--- src/rtl/ttsc_pkg.sv ---
`timescale 1ns / 1ps
// ----------------------------------------------------------------------------
// ttsc_pkg
// Shared types and constants for the touch tap/swipe classifier.
// ----------------------------------------------------------------------------
package ttsc_pkg;

    localparam int COORD_W   = 12;
    localparam int MS_W      = 16;
    localparam int NORM_W    = 10;

    // Fixed-point reciprocal used for permille scaling
    localparam int RECIP_SHIFT = 24;
    localparam int RECIP_W     = 30;
    localparam int PROD_W      = COORD_W + RECIP_W;

    localparam logic [NORM_W-1:0] NORM_MAX = 10'd1000;

    localparam logic [COORD_W-1:0] THRESHOLD_RESET = 12'd61;
    localparam logic [MS_W-1:0]    MAX_MS_RESET    = 16'd800;

    localparam logic KIND_TAP   = 1'b0;
    localparam logic KIND_SWIPE = 1'b1;

    localparam logic [1:0] DIR_RIGHT = 2'd0;
    localparam logic [1:0] DIR_LEFT  = 2'd1;
    localparam logic [1:0] DIR_DOWN  = 2'd2;
    localparam logic [1:0] DIR_UP    = 2'd3;

    typedef struct packed {
        logic              kind;
        logic [NORM_W-1:0] norm_x;
        logic [NORM_W-1:0] norm_y;
        logic [1:0]        dir;
    } result_t;

    typedef struct packed {
        logic [COORD_W-1:0] start_x;
        logic [COORD_W-1:0] start_y;
        logic [COORD_W-1:0] last_x;
        logic [COORD_W-1:0] last_y;
        logic [NORM_W-1:0]  norm_x;
        logic [NORM_W-1:0]  norm_y;
    } track_t;

endpackage

--- src/rtl/ttsc_classify.sv ---
`timescale 1ns / 1ps
// ----------------------------------------------------------------------------
// ttsc_classify
// Turns the tracked start and last points into a tap or swipe result.
// ----------------------------------------------------------------------------
module ttsc_classify
(
    input  ttsc_pkg::track_t                 track,
    input  logic [ttsc_pkg::COORD_W-1:0]     threshold,
    output ttsc_pkg::result_t                result
);

    logic [ttsc_pkg::COORD_W-1:0] adx;
    logic [ttsc_pkg::COORD_W-1:0] ady;
    logic                         is_tap;

    always_comb
    begin
        adx = (track.last_x >= track.start_x) ? (track.last_x - track.start_x)
                                              : (track.start_x - track.last_x);
        ady = (track.last_y >= track.start_y) ? (track.last_y - track.start_y)
                                              : (track.start_y - track.last_y);
        is_tap = (adx < threshold) && (ady < threshold);

        result = '0;
        if (is_tap)
        begin
            result.kind   = ttsc_pkg::KIND_TAP;
            result.norm_x = track.norm_x;
            result.norm_y = track.norm_y;
            result.dir    = ttsc_pkg::DIR_RIGHT;
        end
        else
        begin
            result.kind = ttsc_pkg::KIND_SWIPE;
            // vertical axis wins a tie
            if (adx > ady)
                result.dir = (track.last_x > track.start_x) ? ttsc_pkg::DIR_RIGHT
                                                            : ttsc_pkg::DIR_LEFT;
            else
                result.dir = (track.last_y > track.start_y) ? ttsc_pkg::DIR_DOWN
                                                            : ttsc_pkg::DIR_UP;
        end
    end

endmodule

--- src/rtl/touch_tap_swipe_classifier_unit.sv ---
`timescale 1ns / 1ps
// ----------------------------------------------------------------------------
// touch_tap_swipe_classifier_unit
// Classifies touch poll samples into tap and swipe gestures.
// ----------------------------------------------------------------------------
//
//  Channel   Dir  Handshake                  Payload
//  sample    in   sample_valid/sample_stall  read_ok, finger_present,
//                                            touch_x, touch_y, now_ms
//  gesture   out  gesture_valid/gesture_stall gesture_kind, norm_x, norm_y,
//                                            swipe_dir
//  config    in   APB (psel/penable/pready)  swipe_threshold @0x0,
//                                            max_gesture_ms  @0x4
//
//  One sample beat per cycle sustained while no result waits on a stalled
//  output. A beat is captured in the sample register; as it advances, the
//  gesture state is updated and any result beat is written to the output
//  register. Reset (rst_n low, asynchronous) clears both stages and arms
//  the tracker. A stalled result holds the output register; the sample
//  register keeps taking a beat until it would have to overwrite that
//  result, and then sample_stall rises.
//
module touch_tap_swipe_classifier_unit
#(
    parameter int PANEL_WIDTH  = 410,
    parameter int PANEL_HEIGHT = 502
)
(
    input  logic        clk,
    input  logic        rst_n,

    input  logic        sample_valid,
    output logic        sample_stall,
    input  logic        read_ok,
    input  logic        finger_present,
    input  logic [11:0] touch_x,
    input  logic [11:0] touch_y,
    input  logic [15:0] now_ms,

    output logic        gesture_valid,
    input  logic        gesture_stall,
    output logic        gesture_kind,
    output logic [9:0]  norm_x,
    output logic [9:0]  norm_y,
    output logic [1:0]  swipe_dir,

    input  logic        psel,
    input  logic        penable,
    input  logic        pwrite,
    input  logic [2:0]  paddr,
    input  logic [31:0] pwdata,
    output logic [31:0] prdata,
    output logic        pready
);

    // Phase codes of the gesture tracker
    localparam logic [1:0] PH_IDLE   = 2'd0;
    localparam logic [1:0] PH_ACTIVE = 2'd1;
    localparam logic [1:0] PH_WAIT   = 2'd2;

    localparam int CW = ttsc_pkg::COORD_W;
    localparam int MW = ttsc_pkg::MS_W;
    localparam int NW = ttsc_pkg::NORM_W;
    localparam int RS = ttsc_pkg::RECIP_SHIFT;
    localparam int RW = ttsc_pkg::RECIP_W;
    localparam int PW = ttsc_pkg::PROD_W;

    // ceil(1000 * 2^RS / span): exact floor(v*1000/span) for 12-bit v and span
    localparam logic [63:0] RECIP_X_FULL =
        ((64'd1000 << RS) + 64'(PANEL_WIDTH) - 64'd1) / 64'(PANEL_WIDTH);
    localparam logic [63:0] RECIP_Y_FULL =
        ((64'd1000 << RS) + 64'(PANEL_HEIGHT) - 64'd1) / 64'(PANEL_HEIGHT);
    localparam logic [RW-1:0] RECIP_X = RECIP_X_FULL[RW-1:0];
    localparam logic [RW-1:0] RECIP_Y = RECIP_Y_FULL[RW-1:0];
    localparam logic [CW-1:0] SPAN_X  = CW'(PANEL_WIDTH);
    localparam logic [CW-1:0] SPAN_Y  = CW'(PANEL_HEIGHT);

    // ------------------------------------------------------------------
    // Configuration registers
    // ------------------------------------------------------------------
    logic [CW-1:0] threshold_reg;
    logic [MW-1:0] max_ms_reg;
    logic          cfg_write;

    assign pready    = 1'b1;
    assign cfg_write = psel && penable && pwrite;

    always_ff @(posedge clk or negedge rst_n)
    begin
        if (!rst_n)
        begin
            threshold_reg <= ttsc_pkg::THRESHOLD_RESET;
            max_ms_reg    <= ttsc_pkg::MAX_MS_RESET;
        end
        else if (cfg_write)
        begin
            // decode on the word address; byte offset bits are ignored
            if (paddr[2])
                max_ms_reg <= pwdata[MW-1:0];
            else
                threshold_reg <= pwdata[CW-1:0];
        end
    end

    always_comb
    begin
        if (paddr[2])
            prdata = {{(32-MW){1'b0}}, max_ms_reg};
        else
            prdata = {{(32-CW){1'b0}}, threshold_reg};
    end

    // ------------------------------------------------------------------
    // Sample register
    // ------------------------------------------------------------------
    logic          s1_valid_reg;
    logic          s1_valid_next;
    logic          s1_ok_reg;
    logic          s1_finger_reg;
    logic [CW-1:0] s1_x_reg;
    logic [CW-1:0] s1_y_reg;
    logic [MW-1:0] s1_ms_reg;

    logic          sample_accept;
    logic          s1_adv;
    logic          produce;
    logic          out_free;

    assign out_free      = !gesture_valid || !gesture_stall;
    assign s1_adv        = s1_valid_reg && (!produce || out_free);
    assign sample_stall  = s1_valid_reg && !s1_adv;
    assign sample_accept = sample_valid && !sample_stall;

    always_comb
    begin
        s1_valid_next = s1_valid_reg;
        if (sample_accept)
            s1_valid_next = 1'b1;
        else if (s1_adv)
            s1_valid_next = 1'b0;
    end

    always_ff @(posedge clk or negedge rst_n)
    begin
        if (!rst_n)
            s1_valid_reg <= 1'b0;
        else
            s1_valid_reg <= s1_valid_next;
    end

    // Payload only; no reset needed
    always_ff @(posedge clk)
    begin
        if (sample_accept)
        begin
            s1_ok_reg     <= read_ok;
            s1_finger_reg <= finger_present;
            s1_x_reg      <= touch_x;
            s1_y_reg      <= touch_y;
            s1_ms_reg     <= now_ms;
        end
    end

    // ------------------------------------------------------------------
    // Gesture tracker
    // ------------------------------------------------------------------
    logic [1:0]        phase_reg;
    logic [1:0]        phase_next;
    ttsc_pkg::track_t  track_reg;
    ttsc_pkg::track_t  track_next;
    logic [MW-1:0]     start_ms_reg;
    logic [MW-1:0]     start_ms_next;
    logic [MW-1:0]     elapsed;
    logic              good_touch;
    logic              good_lift;
    logic [PW-1:0]     prod_x;
    logic [PW-1:0]     prod_y;
    logic [NW-1:0]     scaled_x;
    logic [NW-1:0]     scaled_y;

    assign good_touch = s1_ok_reg && s1_finger_reg;
    assign good_lift  = s1_ok_reg && !s1_finger_reg;
    assign elapsed    = s1_ms_reg - start_ms_reg;

    // Permille scaling of the start point, taken once when a gesture opens
    assign prod_x   = PW'(s1_x_reg) * PW'(RECIP_X);
    assign prod_y   = PW'(s1_y_reg) * PW'(RECIP_Y);
    assign scaled_x = (s1_x_reg >= SPAN_X) ? ttsc_pkg::NORM_MAX : prod_x[RS+NW-1:RS];
    assign scaled_y = (s1_y_reg >= SPAN_Y) ? ttsc_pkg::NORM_MAX : prod_y[RS+NW-1:RS];

    always_comb
    begin
        phase_next    = phase_reg;
        track_next    = track_reg;
        start_ms_next = start_ms_reg;
        produce       = 1'b0;
        case (phase_reg)
            PH_IDLE:
            begin
                // open a gesture on a good touch; drop anything else
                if (good_touch)
                begin
                    track_next.start_x = s1_x_reg;
                    track_next.start_y = s1_y_reg;
                    track_next.last_x  = s1_x_reg;
                    track_next.last_y  = s1_y_reg;
                    track_next.norm_x  = scaled_x;
                    track_next.norm_y  = scaled_y;
                    start_ms_next      = s1_ms_reg;
                    phase_next         = PH_ACTIVE;
                end
            end
            PH_ACTIVE:
            begin
                if (!good_touch)
                begin
                    // lift re-arms at once; a failed read waits for a lift
                    produce    = 1'b1;
                    phase_next = good_lift ? PH_IDLE : PH_WAIT;
                end
                else if (elapsed > max_ms_reg)
                begin
                    // time cap: resolve without taking this position
                    produce    = 1'b1;
                    phase_next = PH_WAIT;
                end
                else
                begin
                    track_next.last_x = s1_x_reg;
                    track_next.last_y = s1_y_reg;
                end
            end
            PH_WAIT:
            begin
                if (good_lift)
                    phase_next = PH_IDLE;
            end
            default:
            begin
                phase_next = PH_IDLE;
            end
        endcase
    end

    always_ff @(posedge clk or negedge rst_n)
    begin
        if (!rst_n)
        begin
            phase_reg    <= PH_IDLE;
            track_reg    <= '0;
            start_ms_reg <= '0;
        end
        else if (s1_adv)
        begin
            phase_reg    <= phase_next;
            track_reg    <= track_next;
            start_ms_reg <= start_ms_next;
        end
    end

    // ------------------------------------------------------------------
    // Classification and result register
    // ------------------------------------------------------------------
    ttsc_pkg::result_t result;
    ttsc_pkg::result_t out_reg;
    logic              out_valid_reg;
    logic              out_valid_next;
    logic              push;

    ttsc_classify u_classify
    (
        .track     (track_reg),
        .threshold (threshold_reg),
        .result    (result)
    );

    assign push = s1_adv && produce;

    always_comb
    begin
        out_valid_next = out_valid_reg;
        if (push)
            out_valid_next = 1'b1;
        else if (!gesture_stall)
            out_valid_next = 1'b0;
    end

    always_ff @(posedge clk or negedge rst_n)
    begin
        if (!rst_n)
            out_valid_reg <= 1'b0;
        else
            out_valid_reg <= out_valid_next;
    end

    always_ff @(posedge clk)
    begin
        if (push)
            out_reg <= result;
    end

    assign gesture_valid = out_valid_reg;
    assign gesture_kind  = out_reg.kind;
    assign norm_x        = out_reg.norm_x;
    assign norm_y        = out_reg.norm_y;
    assign swipe_dir     = out_reg.dir;

    // ------------------------------------------------------------------
    // Assertions
    // ------------------------------------------------------------------
    a_push_only_active: assert property (@(posedge clk) disable iff (!rst_n)
        push |-> phase_reg == PH_ACTIVE)
        else $error("result pushed outside an active gesture");

    a_leave_active: assert property (@(posedge clk) disable iff (!rst_n)
        push |=> phase_reg != PH_ACTIVE)
        else $error("tracker stayed active after resolving");

    a_no_overwrite: assert property (@(posedge clk) disable iff (!rst_n)
        out_valid_reg && gesture_stall |-> !push)
        else $error("stalled result overwritten");

    a_tap_fields: assert property (@(posedge clk) disable iff (!rst_n)
        out_valid_reg && out_reg.kind == ttsc_pkg::KIND_SWIPE
            |-> out_reg.norm_x == '0 && out_reg.norm_y == '0)
        else $error("swipe result carries tap coordinates");

endmodule
--- config.mk ---
export PLATFORM = sky130hd
export DESIGN_NAME = touch_tap_swipe_classifier_unit
export DESIGN_NICKNAME = d
export VERILOG_FILES = /design/src/rtl/ttsc_pkg.sv /design/src/rtl/ttsc_classify.sv /design/src/rtl/touch_tap_swipe_classifier_unit.sv
export SDC_FILE = /design/constraint.sdc
export NUM_CORES = 1
export LEC_CHECK = 0
export BUFFER_PORTS_ARGS = -buffer_cell sky130_fd_sc_hd__buf_2
export CAP_MARGIN = 20
export CORE_UTILIZATION = 57
export DETAILED_ROUTE_END_ITERATION = 10
export PLACE_DENSITY = 0.81
export SLEW_MARGIN = 20
export SYNTH_ARGS = -nofsm -noshare
export SYNTH_HDL_FRONTEND = slang
export SYNTH_SLANG_ARGS = --single-unit
--- constraint.sdc ---
create_clock -name clk -period 6.1 [get_ports clk]
set_input_delay 0.61 -clock clk [delete_from_list [all_inputs] [get_ports clk]]
set_output_delay 0.61 -clock clk [all_outputs]
set_load 0.03 [all_outputs]
==> results.md, run 1 <==
- The run finished with clean final reports.
- The all-layer global routing usage is 26.6%.
- The cell chosen for the clock root is sky130_fd_sc_hd__clkbuf_16.
- The max-slew violation total from the final report is 0.
- The worst setup path is launched from a flip-flop.
- The area growth from synthesis to layout is 9.61%.
- The path type of the worst setup path is reg -> reg.
- For this run, the post-layout net count is 2579.
- 142 I/O pins were placed.
- The TritonCTS buffer count is 17.
- The ratio of cells with drive above 1 in the final layout is 12.1%.
- Of all nets on the critical path, the largest fanout is 3.
- For this run, asynchronously set or reset flops after synthesis account for 64.1%.
- The total congestion overflow is 0.
- The clock latency reported for the late side of the worst-skew pair is 450 ps.
- The fraction of the cycle the final worst path needs is 95.6%.
- The worst-case clock skew is 10.2 ps.
- The synthesized design spends more area on one cell type than any other, namely sky130_fd_sc_hd__fa_1.
- The highest clock rate is 0.172 GHz.
- Data arrives at the worst endpoint at 6160 ps.
- The data required time at the worst endpoint is 6430 ps.
- Across all setup checks in the final design, the least slack found is 270 ps.
- After synthesis the cells add up to 18800 um2.
- After clock tree synthesis, the clock-pin slew on the worst setup and hold paths is 70 ps.
- The count of final setup violators is 0.
- The iteration count of the initial detailed-routing pass is 5.
- The congestion estimate from routability-driven global placement came to 0.926.
- The count of nets left with antenna violations once routing finished came out at 0.
- By area the synthesized netlist is led by sky130_fd_sc_hd__fa_1 (21%), sky130_fd_sc_hd__ha_1 (19%), sky130_fd_sc_hd__dfrtp_1 (14%).
- The main flop type after synthesis is sky130_fd_sc_hd__dfrtp_1.
- STA classifies the critical path endpoint as a flip-flop.
- The register with the most flip-flops in the layout has 68 of them.
- The number of antenna diodes in the final layout is 0.
- The maximum number of pins on one net before global-route repair is 90.
- The proportion of netlist area held by the largest area contributor is 20.5%.
- In this design, the stage delay of the slowest critical-path cell is 560 ps.
- The slowest stage of the critical path belongs to the cell sky130_fd_sc_hd__fa_1.
- The routed wirelength normalized by instance count is 17.0 um.
- In this run, synthesis inferred 65 flip-flops with an integrated enable.
- The via count of the first global-routing pass came to 14.0k.
- Setup repair after global routing could not meet its margin everywhere.
- The row count is 66.
- The overall die area is 33800 um2.
- The number of hold violations in the final report is 0.
- The DRC violation count after routing is 0.
- At the pin with the least slew margin, the transition time is 1180 ps.
- The startpoint of the lowest-slack register-to-register path is s1_x_reg[6]$_DFFE_PP_.
- Synthesis handed over a netlist of 1893 instances.
- The signal on the critical path passes through fa_1 > fa_1 > inv_1 > fa_1 > inv_1 > fa_1 > inv_1 > fa_1 > inv_1 > ha_1 > a222oi_1 > o21ai_0 > o211ai_1 > buf_4 > a41oi_1 > o41a_1 > a21oi_1 > o21bai_1 > xor2_1 > o22a_1.
- Clock tree synthesis found a total of 181 sinks.
- The headroom to the max-slew limit is 21.1%.
- The chip height is 184 um.
- The total via count after detailed routing is 13.5k.
- The CTS H-tree depth is 4.
- The effective utilization at floorplan is 57.9%.
- The CTS tree is yes.
- The total of buffers placed on input and output ports is 106.
- The setup slack after placement is 153 ps.
- Across the run, the number of max-cap violations was 0.
- The number of antenna violations at the first check in global routing is 0.
- The cell that appears most often on the critical path is sky130_fd_sc_hd__fa_1.
- The width of the chip is 184 um.
- The fill cell instance count of the final layout is 2631.
- The number of design-rule violations left by the first detailed-router iteration is 895.
- The first global-routing pass estimated 70100 um of wire.
- Dividing the detail-routed via count by the number of cells gives 5.45.
- Tracing the worst setup path back leads to its startpoint at s1_x_reg[6]$_DFFE_PP_.
- Hold is met by 179 ps.
- The total area inside the core boundary comes to 32500 um2.
- The largest buffer count on any clock path is 2.
- The tightest min-delay check is of the in -> async type.
- The post-detailed-routing wire length is 41900 um.
- After synthesis the netlist holds a flip-flop and latch count of 181.
- In this run the mean area of a mapped cell was 9.95 um2.
- The number of warnings printed during yosys synthesis is 0.
- Yosys mapped the design onto 70 distinct sky130hd cell types.
- The wire-length estimate of the detail-placed layout is 34200 um.
- The final critical delay including setup and external delays is 5830 ps.
- After synthesis, flip-flops and latches occupy 25.8% of the total area.
==> routing by layer <==
metal | vias up | GRT usage, % | wire length (um)
met5 | - | 0 | 0
met4 | 0 | 8.27 | 852
met3 | 64 | 3.01 | 1840
met2 | 339 | 44.6 | 20700
met1 | 6727 | 36.1 | 18600
li1 | 6345 | - | -
==> path summary, 6_finish.rpt <==
| check | endpoint | slack, ps | depth (start not counted) |
|---|---|---|---|
| worst max-delay path | track_reg[18]$_DFFE_PN0P_ | 270 | 20 |
| worst min-delay path | track_reg[32]$_DFFE_PN0P_ | 180 | 1 |
| max in group asynchronous | track_reg[52]$_DFFE_PN0P_ | 4570 | 2 |
| worst min register to register | track_reg[14]$_DFFE_PN0P_ | 480 | 2 |
| worst max register to register | track_reg[18]$_DFFE_PN0P_ | 270 | 20 |
| min in group clk | s1_ms_reg[11]$_DFFE_PP_ | 340 | 1 |
==> placed cells by master, fill, tap and decap left out, types with 5 or more instances in the layout <==
master                        n
sky130_fd_sc_hd__o21a_1      11
sky130_fd_sc_hd__o22a_1      11
sky130_fd_sc_hd__xnor2_1     40
sky130_fd_sc_hd__dfstp_2      8
sky130_fd_sc_hd__nand3_1     17
sky130_fd_sc_hd__edfxtp_1    65
sky130_fd_sc_hd__a21o_1      45
sky130_fd_sc_hd__fa_1       191
sky130_fd_sc_hd__a21oi_1     56
sky130_fd_sc_hd__inv_1      444
sky130_fd_sc_hd__dfrtp_1    108
sky130_fd_sc_hd__nand2b_1     8
sky130_fd_sc_hd__nand4_1     19
sky130_fd_sc_hd__and3_1       6
sky130_fd_sc_hd__and2_1      27
sky130_fd_sc_hd__buf_4       42
sky130_fd_sc_hd__nor3_1      22
sky130_fd_sc_hd__or3_1        6
sky130_fd_sc_hd__ha_1       283
sky130_fd_sc_hd__nor2_1      27
sky130_fd_sc_hd__conb_1      17
sky130_fd_sc_hd__o211ai_1     5
sky130_fd_sc_hd__buf_2      104
sky130_fd_sc_hd__nor2b_1     19
sky130_fd_sc_hd__a211oi_1     8
sky130_fd_sc_hd__a21boi_0     6
sky130_fd_sc_hd__xor2_1      22
sky130_fd_sc_hd__clkbuf_16   17
sky130_fd_sc_hd__mux2i_1     10
sky130_fd_sc_hd__mux2_2      36
sky130_fd_sc_hd__o21bai_1     7
sky130_fd_sc_hd__nand2_1    137
sky130_fd_sc_hd__o21ai_0    121
==> cells by family (layout without fill, tap and decap cells) <==
group,count (synthesis),count (layout),synth area share (%)
other cells,2,17,0.0399
compound gates,316,316,10.7
flops,181,181,25.8
xor+xnor,62,62,2.88
fa+ha+maj,477,477,39.4
buf+inv,501,624,10.4
mux,47,47,2.76
simple gates,307,307,8.00
==> stage by stage <==
| stage | area [um2] | TNS (ps) | util (%) | cells |
|---|---|---|---|---|
| after global placement | 20000 | 0 | 61.4 | 2436 |
| after floorplan | 18900 | 0 | - | 1908 |
| after detailed placement | 20000 | 0 | 61.4 | 2436 |
| after global routing | 20600 | -98.1 | 63.5 | 2473 |
| after CTS | 20600 | 0 | 63.2 | 2468 |
| final | 20600 | 0 | 63.5 | 2473 |
==> area by class of cell <==
cell class	instances	area, um2	share of cell area, %
clock buffer	20	437	2.12
clock inverter	12	141	0.685
inverter	445	1670	8.09
multi-input combinational	1226	12100	58.7
sequential	181	4860	23.6
tap	442	553	2.68
timing repair buffer	147	856	4.15
==> synth_stat cells (6+ instances only) <==
master,number
sky130_fd_sc_hd__a211oi_1,8
sky130_fd_sc_hd__a21oi_1,59
sky130_fd_sc_hd__a2111oi_0,6
sky130_fd_sc_hd__a21o_1,45
sky130_fd_sc_hd__nand2b_1,8
sky130_fd_sc_hd__clkbuf_1,32
sky130_fd_sc_hd__xor2_1,22
sky130_fd_sc_hd__dfrtp_1,108
sky130_fd_sc_hd__nand2_1,138
sky130_fd_sc_hd__and2_1,27
sky130_fd_sc_hd__buf_4,17
sky130_fd_sc_hd__or3_1,6
sky130_fd_sc_hd__a21boi_0,6
sky130_fd_sc_hd__mux2_2,36
sky130_fd_sc_hd__and3_1,6
sky130_fd_sc_hd__nor2b_1,19
sky130_fd_sc_hd__fa_1,193
sky130_fd_sc_hd__o22a_1,11
sky130_fd_sc_hd__nand4_1,19
sky130_fd_sc_hd__nor2_1,28
sky130_fd_sc_hd__ha_1,284
sky130_fd_sc_hd__inv_1,445
sky130_fd_sc_hd__xnor2_1,40
sky130_fd_sc_hd__edfxtp_1,65
sky130_fd_sc_hd__o21ai_0,122
sky130_fd_sc_hd__o21a_1,12
sky130_fd_sc_hd__nor3_1,22
sky130_fd_sc_hd__mux2i_1,10
sky130_fd_sc_hd__nand3_1,17
sky130_fd_sc_hd__o21bai_1,7
sky130_fd_sc_hd__dfstp_2,8
==> critical path: cells and delay by family, from the launching register on <==
family                     cells  cell delay (ps)
AOI/OAI and AO/OA              8             1780
xor gates and xnor gates       1              150
adders and majority gates      6             2940
buffers and inverters          5              370
DFF                            1              460
==> what timing repair did <==
item | in CTS | in global routing
pin swaps | 1 | 5
hold buffers | 0 | 0
setup buffers | 0 | 5
gates resized for setup | 2 | 15
endpoints found under the setup margin | 1 | 5
Power of run 1 is left out: the tool's default activity adds up to more than one toggle a clock period on the data nets, which glitch-free logic cannot reach.
==> inputs of run 2 (changes only) <==
REMOVE_ABC_BUFFERS = 1   (was not set)
==> run 2 against run 1 <==
Against the previous run:
- critical path depth is the same
- wire length shrank 0.13%
- worst setup slack lost 3.7 ps
- sequential share of layout area shrank 0.081 points
- hold slack lost 3.4 ps
- maximum frequency is essentially flat
- core utilization grew 0.22 points
==> results.md, run 2 (synthesized netlist as in run 1, its figures left out) <==
- The setup path with the least slack is of type reg -> reg.
- The fraction of the cycle the final worst path needs is 95.6% (about the same).
- The peak per-stage delay on the critical path was 560 ps (about the same).
- The effective utilization at floorplan is 57.9% (unchanged).
- The slowest cell on the critical path is sky130_fd_sc_hd__fa_2.
- The endpoint of the lowest-slack register-to-register path is track_reg[18]$_DFFE_PN0P_.
- The number of antenna violations at the first check in global routing is 0 (unchanged).
- The total via count after detailed routing was 13.4k (-0.58%).
- The area taken by flip-flops and latches came to 4860 um2 (unchanged).
- The headroom to the max-slew limit is 29.2% (+8.1 points).
- The all-layer global routing usage is 26.5% (-0.078 points).
- The global-route wire length before repair is 69600 um (-0.70%).
- The data required time at the worst endpoint came to 6460 ps (+30 ps).
- The final net count is 2582 (+0.12%).
- The CTS H-tree depth came to 4 (unchanged).
- The post-route antenna net violation count is 0 (unchanged).
- The run finished with clean final reports.
- STA classifies the critical path startpoint as a flip-flop.
- The routed wirelength normalized by instance count is 16.9 um (-0.25%).
- The DRC violation count after routing is 0 (unchanged).
- The final RePlAce weighted congestion is 0.951 (+2.7%).
- The worst-case clock skew is 15.2 ps (+5.02 ps).
- The highest clock rate is 0.171 GHz (about the same).
- The setup slack after placement was 154 ps (+1.72 ps).
- The cell class contributing the biggest share of worst-path delay is adder cells.
- The placed wire-length estimate after detailed placement is 33300 um (-2.7%).
- The CTS tree is yes.
- The final setup slack of the worst path came to 267 ps (-3.72 ps).
- The maximum number of pins on one net before global-route repair came to 66 (-27%).
- In this run the critical register-to-register path is launched from s1_x_reg[6]$_DFFE_PP_.
- The width of the chip came to 184 um (unchanged).
- The final critical delay including setup and external delays is 5830 ps (+3.72 ps).
- The number of inserted diodes is 0 (unchanged).
- The critical path data arrival time came to 6190 ps (+30 ps).
- The overall die area is 33800 um2 (unchanged).
- Leaving out fill and tap cells, the most frequent cells in the layout are sky130_fd_sc_hd__inv_1 (444), sky130_fd_sc_hd__ha_1 (284), sky130_fd_sc_hd__fa_1 (191), sky130_fd_sc_hd__nand2_1 (137), sky130_fd_sc_hd__o21ai_0 (121).
- The number of vias per cell came to 5.41 (-0.70%).
- The sum of buffers and inverters on the critical path is 5 (unchanged).
- The number of hold violations in the final report is 0 (unchanged).
- The total congestion overflow was 0 (unchanged).
- The slew at the pin closest to its max-slew limit came to 1060 ps (-122 ps).
- The TritonCTS buffer count is 17 (unchanged).
- The row count is 66 (unchanged).
- The count of final setup violators is 0 (unchanged).
- The clock latency reported for the late side of the worst-skew pair was 470 ps (+20 ps).
- The tree is rooted in a sky130_fd_sc_hd__clkbuf_16.
- The total of buffers placed on input and output ports is 106 (unchanged).
- The count of hold-fix buffers inserted at cts came to 0 (unchanged).
- The number of design-rule violations left by the first detailed-router iteration is 775 (-13%).
- The worst-case reg-to-reg path depth is 20 (unchanged).
- The post-detailed-routing wire length is 41900 um (-0.13%).
- The worst hold path belongs to the class in -> async.
- The flip-flop count of the largest register, all copies and words added is 68 (unchanged).
- The chip height is 184 um (unchanged).
- Walking the worst path, the cells encountered are fa_2 > fa_1 > inv_1 > fa_1 > inv_1 > fa_1 > inv_1 > fa_1 > inv_1 > ha_1 > a222oi_1 > o21ai_0 > o211ai_1 > buf_4 > a41oi_2 > o41a_1 > a21oi_1 > o21bai_1 > xor2_1 > o22a_1.
- The iteration count of the initial detailed-routing pass is 5 (unchanged).
- Relative to the synthesized area, the layout overhead comes to 9.98%.
- The number of sinks driven by the clock tree is 181 (unchanged).
- The largest fanout of any net on the critical path is 4 (+1).
- The largest buffer count on any clock path came to 2 (unchanged).
- The clock slew seen by the registers of the worst setup and hold paths came to 90 ps (+20 ps).
- The number of top-level pins is 142 (unchanged).
- The most common cell after layout, fill and taps aside is sky130_fd_sc_hd__inv_1.
- The endpoint class of the critical path is a flip-flop.
- The fill cell instance count of the final layout is 2565 (-2.5%).
- The area of the core is 32500 um2 (unchanged).
- The max-slew violation total from the final report was 0 (unchanged).
- The total area of multi-input combinational cells came to 12100 um2 (+0.16%).
- The via count of the first global-routing pass was 14.2k (+1.3%).
- The max-capacitance violation count was 0 (unchanged).
- The ratio of cells with drive above 1 in the final layout is 12.5% (+0.38 points).
- The slack of the worst reg-to-reg path came to 270 ps (about the same).
[run 2: repair_timing]
item / 4_1_cts / 5_1_grt
gates resized for setup: 2 / 18
endpoints found under the setup margin: 1 / 6
pin swaps: 1 / 11
setup buffers: 0 / 8
[run 2: metrics by stage]
| step | cells | util (%) | setup TNS, ps | instance area (um2) | hold WS, ps |
|---|---|---|---|---|---|
| after floorplan | 1852 | - | 0 | 18600 | 314 |
| after global placement | 2436 | 61.4 | 0 | 20000 | 462 |
| after detailed placement | 2436 | 61.4 | 0 | 20000 | 473 |
| after CTS | 2468 | 63.3 | 0 | 20600 | 201 |
| after global routing | 2476 | 63.7 | -28.3 | 20700 | 235 |
| final | 2476 | 63.7 | 0 | 20700 | 175 |
[run 2: how the worst max path moves through the flow]
stage | depth (start not counted) | slack [ps] | to | start
CTS | 23 | 20 | sample_stall | s1_ms_reg[0]$_DFFE_PP_
detailed placement | 20 | 150 | track_reg[8]$_DFFE_PN0P_ | s1_y_reg[9]$_DFFE_PP_
finish | 20 | 270 | track_reg[18]$_DFFE_PN0P_ | s1_x_reg[6]$_DFFE_PP_
global route | 20 | -20 | track_reg[18]$_DFFE_PN0P_ | s1_x_reg[6]$_DFFE_PP_
floorplan | 19 | 350 | track_reg[8]$_DFFE_PN0P_ | s1_y_reg[3]$_DFFE_PP_
global placement | 20 | 280 | track_reg[8]$_DFFE_PN0P_ | s1_y_reg[9]$_DFFE_PP_
[run 2: cell type report]
type	instances	area share (%)
Sequential cell	181	23.5
Inverter	445	8.08
Timing Repair Buffer	150	4.24
Tap cell	442	2.67
Multi-Input combinational cell	1226	58.6
Clock buffer	17	2.05
Clock inverter	15	0.858
[run 2: routing by layer]
metal	vias up	share of wire, %	global-route usage, %
met5	-	0	0
met4	0	2.2	7.87
met3	56	5.7	4.34
met2	335	49	45.6
met1	6659	43	34.2
li1	6347	-	-
Power of run 2 is left out for the same reason.
==> inputs of run 3 (changes only) <==
clock period = 4.9 ns   (was 6.1 ns; I/O delays follow)
==> run 3 against run 2 <==
Against the previous run:
- the run now ends with negative setup slack left
- count of clock-buffer cells in the layout rose by 1
- register-to-register slack got worse by 910 ps
- first-iteration DRC count rose by 6.6%
- hold slack improved by 15 ps
- non-clock buffer count rose by 179
- die area did not move
- largest cell class unchanged
==> results.md, run 3 (synthesized netlist as in run 1, its figures left out) <==
- The flow ran to the end, but the final reports show violations.
- The final reports fail on negative setup slack.
- The cell chosen for the clock root is sky130_fd_sc_hd__clkbuf_16.
- The all-layer global routing usage is 30.1% (+3.7 points).
- The largest buffer count on any clock path is 2 (unchanged).
- The max-slew violation total from the final report came to 0 (unchanged).
- The final RePlAce weighted congestion is 0.965 (+1.5%).
- The iteration count of the initial detailed-routing pass came to 5 (unchanged).
- The total congestion overflow is 0 (unchanged).
- The core utilization of the finished layout came to 70.1% (+6.4 points).
- The routed wirelength normalized by instance count came to 18.8 um (+11%).
- In the layout the commonest cells are sky130_fd_sc_hd__inv_1 (424), sky130_fd_sc_hd__ha_1 (273), sky130_fd_sc_hd__buf_4 (186), sky130_fd_sc_hd__fa_1 (183), sky130_fd_sc_hd__nand2_1 (136).
- The fill cell instance count of the final layout is 2273 (-11%).
- The final net count is 2761 (+6.9%).
- The area of the core is 32500 um2 (unchanged).
- The critical path data arrival time is 5940 ps (-250 ps).
- The number of antenna violations at the first check in global routing came to 3 (+3).
- The number of top-level pins is 142 (unchanged).
- The clock latency reported for the late side of the worst-skew pair is 470 ps (about the same).
- The number of hold violations in the final report is 0 (unchanged).
- The headroom to the max-slew limit is 24.9% (-4.3 points).
- The via count of the first global-routing pass was 15.5k (+8.8%).
- The worst setup path is captured at a flip-flop.
- The post-route antenna net violation count was 0 (unchanged).
- The number of design-rule violations left by the first detailed-router iteration came to 826 (+6.6%).
- The worst-case clock skew is 17.4 ps (+2.22 ps).
- The final setup slack of the worst path is -640 ps (-907 ps).
- The tightest min-delay check is of the in -> reg type.
- The maximum number of pins on one net before global-route repair is 57 (-14%).
- The slew at the pin closest to its max-slew limit was 1130 ps (+64.0 ps).
- The final critical delay including setup and external delays was 5540 ps (-293 ps).
- The fraction of the cycle the final worst path needs is 113% (+17 points).
- The count of final setup violators is 84 (+84).
- Setup repair after global routing could not meet its margin everywhere.
- The chip height came to 184 um (unchanged).
- The global-route wire length before repair is 78500 um (+13%).
- The highest clock rate was 0.180 GHz (+5.3%).
- The post-detailed-routing wire length was 49900 um (+19%).
- The most common cell after layout, fill and taps aside is sky130_fd_sc_hd__inv_1.
- The data required time at the worst endpoint is 5300 ps (-1160 ps).
- The path type of the worst setup path is reg -> reg.
- The clock slew seen by the registers of the worst setup and hold paths is 90 ps (about the same).
- The flip-flop count of the largest register, all copies and words added came to 68 (unchanged).
- The total of buffers placed on input and output ports came to 106 (unchanged).
- The max-capacitance violation count is 0 (unchanged).
- The worst setup path is launched from a flip-flop.
- The effective utilization at floorplan is 57.9% (unchanged).
- The overall die area is 33800 um2 (unchanged).
- The number of vias per cell was 5.55 (+2.6%).
- The row count is 66 (unchanged).
- The number of sinks driven by the clock tree was 181 (unchanged).
- The total via count after detailed routing is 14.8k (+10%).
- The width of the chip came to 184 um (unchanged).
- The CTS H-tree depth is 4 (unchanged).
- The placed wire-length estimate after detailed placement was 35700 um (+7.3%).
- TritonCTS built the clock tree.
- The area growth from synthesis to layout is 21.1%.
- The DRC violation count after routing is 0 (unchanged).
- The TritonCTS buffer count is 17 (unchanged).
- The ratio of cells with drive above 1 in the final layout is 23.5% (+11 points).
- The largest fanout of any net on the critical path came to 4 (unchanged).
## run 3: cell types whose count changed in the layout (fill, tap and decap cells not counted), sizes merged
cell | previous run | this run
buf | 150 | 325
clkbuf | 17 | 21
clkinvlp | 2 | 0
inv | 451 | 453
clkinv | 7 | 6
diode | 0 | 1
dlygate4sd3 | 0 | 1
## run 3: layout make-up
class                   instances  area [um2]  share of cell area [%]
multi-input cells            1226       12600                    55.1
flip-flops and latches        181        4860                    21.3
repair buffers                329        2530                    11.1
inverters                     445        1670                    7.34
well taps                     442         553                    2.43
clock buffers                  18         439                    1.93
clock inverters                14         175                   0.768
diodes                          1        2.50                  0.0110
## run 3: worst max-delay path, cell delays in order (launching register included)
cell and delay (ps):
sky130_fd_sc_hd__edfxtp_1 450, sky130_fd_sc_hd__fa_2 540, sky130_fd_sc_hd__buf_6 150, sky130_fd_sc_hd__buf_4 150
sky130_fd_sc_hd__fa_1 500, sky130_fd_sc_hd__inv_1 50, sky130_fd_sc_hd__fa_1 480, sky130_fd_sc_hd__fa_1 550
sky130_fd_sc_hd__inv_1 50, sky130_fd_sc_hd__fa_1 550, sky130_fd_sc_hd__ha_1 190, sky130_fd_sc_hd__buf_4 140
sky130_fd_sc_hd__o211ai_1 80, sky130_fd_sc_hd__a2111o_1 450, sky130_fd_sc_hd__a21o_1 230, sky130_fd_sc_hd__a31oi_2 230
sky130_fd_sc_hd__a21o_1 240, sky130_fd_sc_hd__buf_6 120, sky130_fd_sc_hd__xor2_1 180, sky130_fd_sc_hd__o22a_1 150
## run 3: what timing repair did
action                                  in CTS  in global routing
resized for setup                          105                 64
buffers inserted                            34                 26
endpoints found under the hold margin        9                  0
hold buffers                                 1                  0
endpoints found under the setup margin     137                109
pin swaps                                   84                 59
cloned                                       5                  3
## run 3: final timing paths
check	start	cells past startpoint	endpoint	slack, ps
setup / recovery	s1_y_reg[3]$_DFFE_PP_	19	track_reg[7]$_DFFE_PN0P_	-640
max in group asynchronous	rst_n	3	track_reg[1]$_DFFE_PN0P_	3520
min in group asynchronous	rst_n	2	start_ms_reg[0]$_DFFE_PN0P_	400
hold / removal	touch_y[1]	1	s1_y_reg[1]$_DFFE_PP_	190
setup reg to reg	s1_y_reg[3]$_DFFE_PP_	19	track_reg[7]$_DFFE_PN0P_	-640
hold reg to reg	track_reg[4]$_DFFE_PN0P_	2	track_reg[4]$_DFFE_PN0P_	490
## run 3: routing by layer
metal	part of all wire, %	track usage (%)	vias to the layer above
met3	6.2	5.05	148
li1	-	-	6730
met2	50	51.8	522
met5	0.022	0	-
met1	40	37.7	7348
met4	4.1	12.0	2
## run 3: metrics by stage
| step | worst slack (ps) | TNS (ps) | instances | hold slack [ps] | instance area (um2) |
|---|---|---|---|---|---|
| global route | -895 | -29440 | 2655 | 182 | 22800 |
| global placement | -712 | -34470 | 2559 | 326 | 21000 |
| finish | -640 | -14160 | 2656 | 190 | 22800 |
| floorplan | -852 | -49760 | 1852 | 194 | 18600 |
| CTS | -521 | -7100 | 2630 | 179 | 22300 |
| detailed placement | -863 | -54580 | 2559 | 328 | 21000 |
Power of run 3 is left out for the same reason.
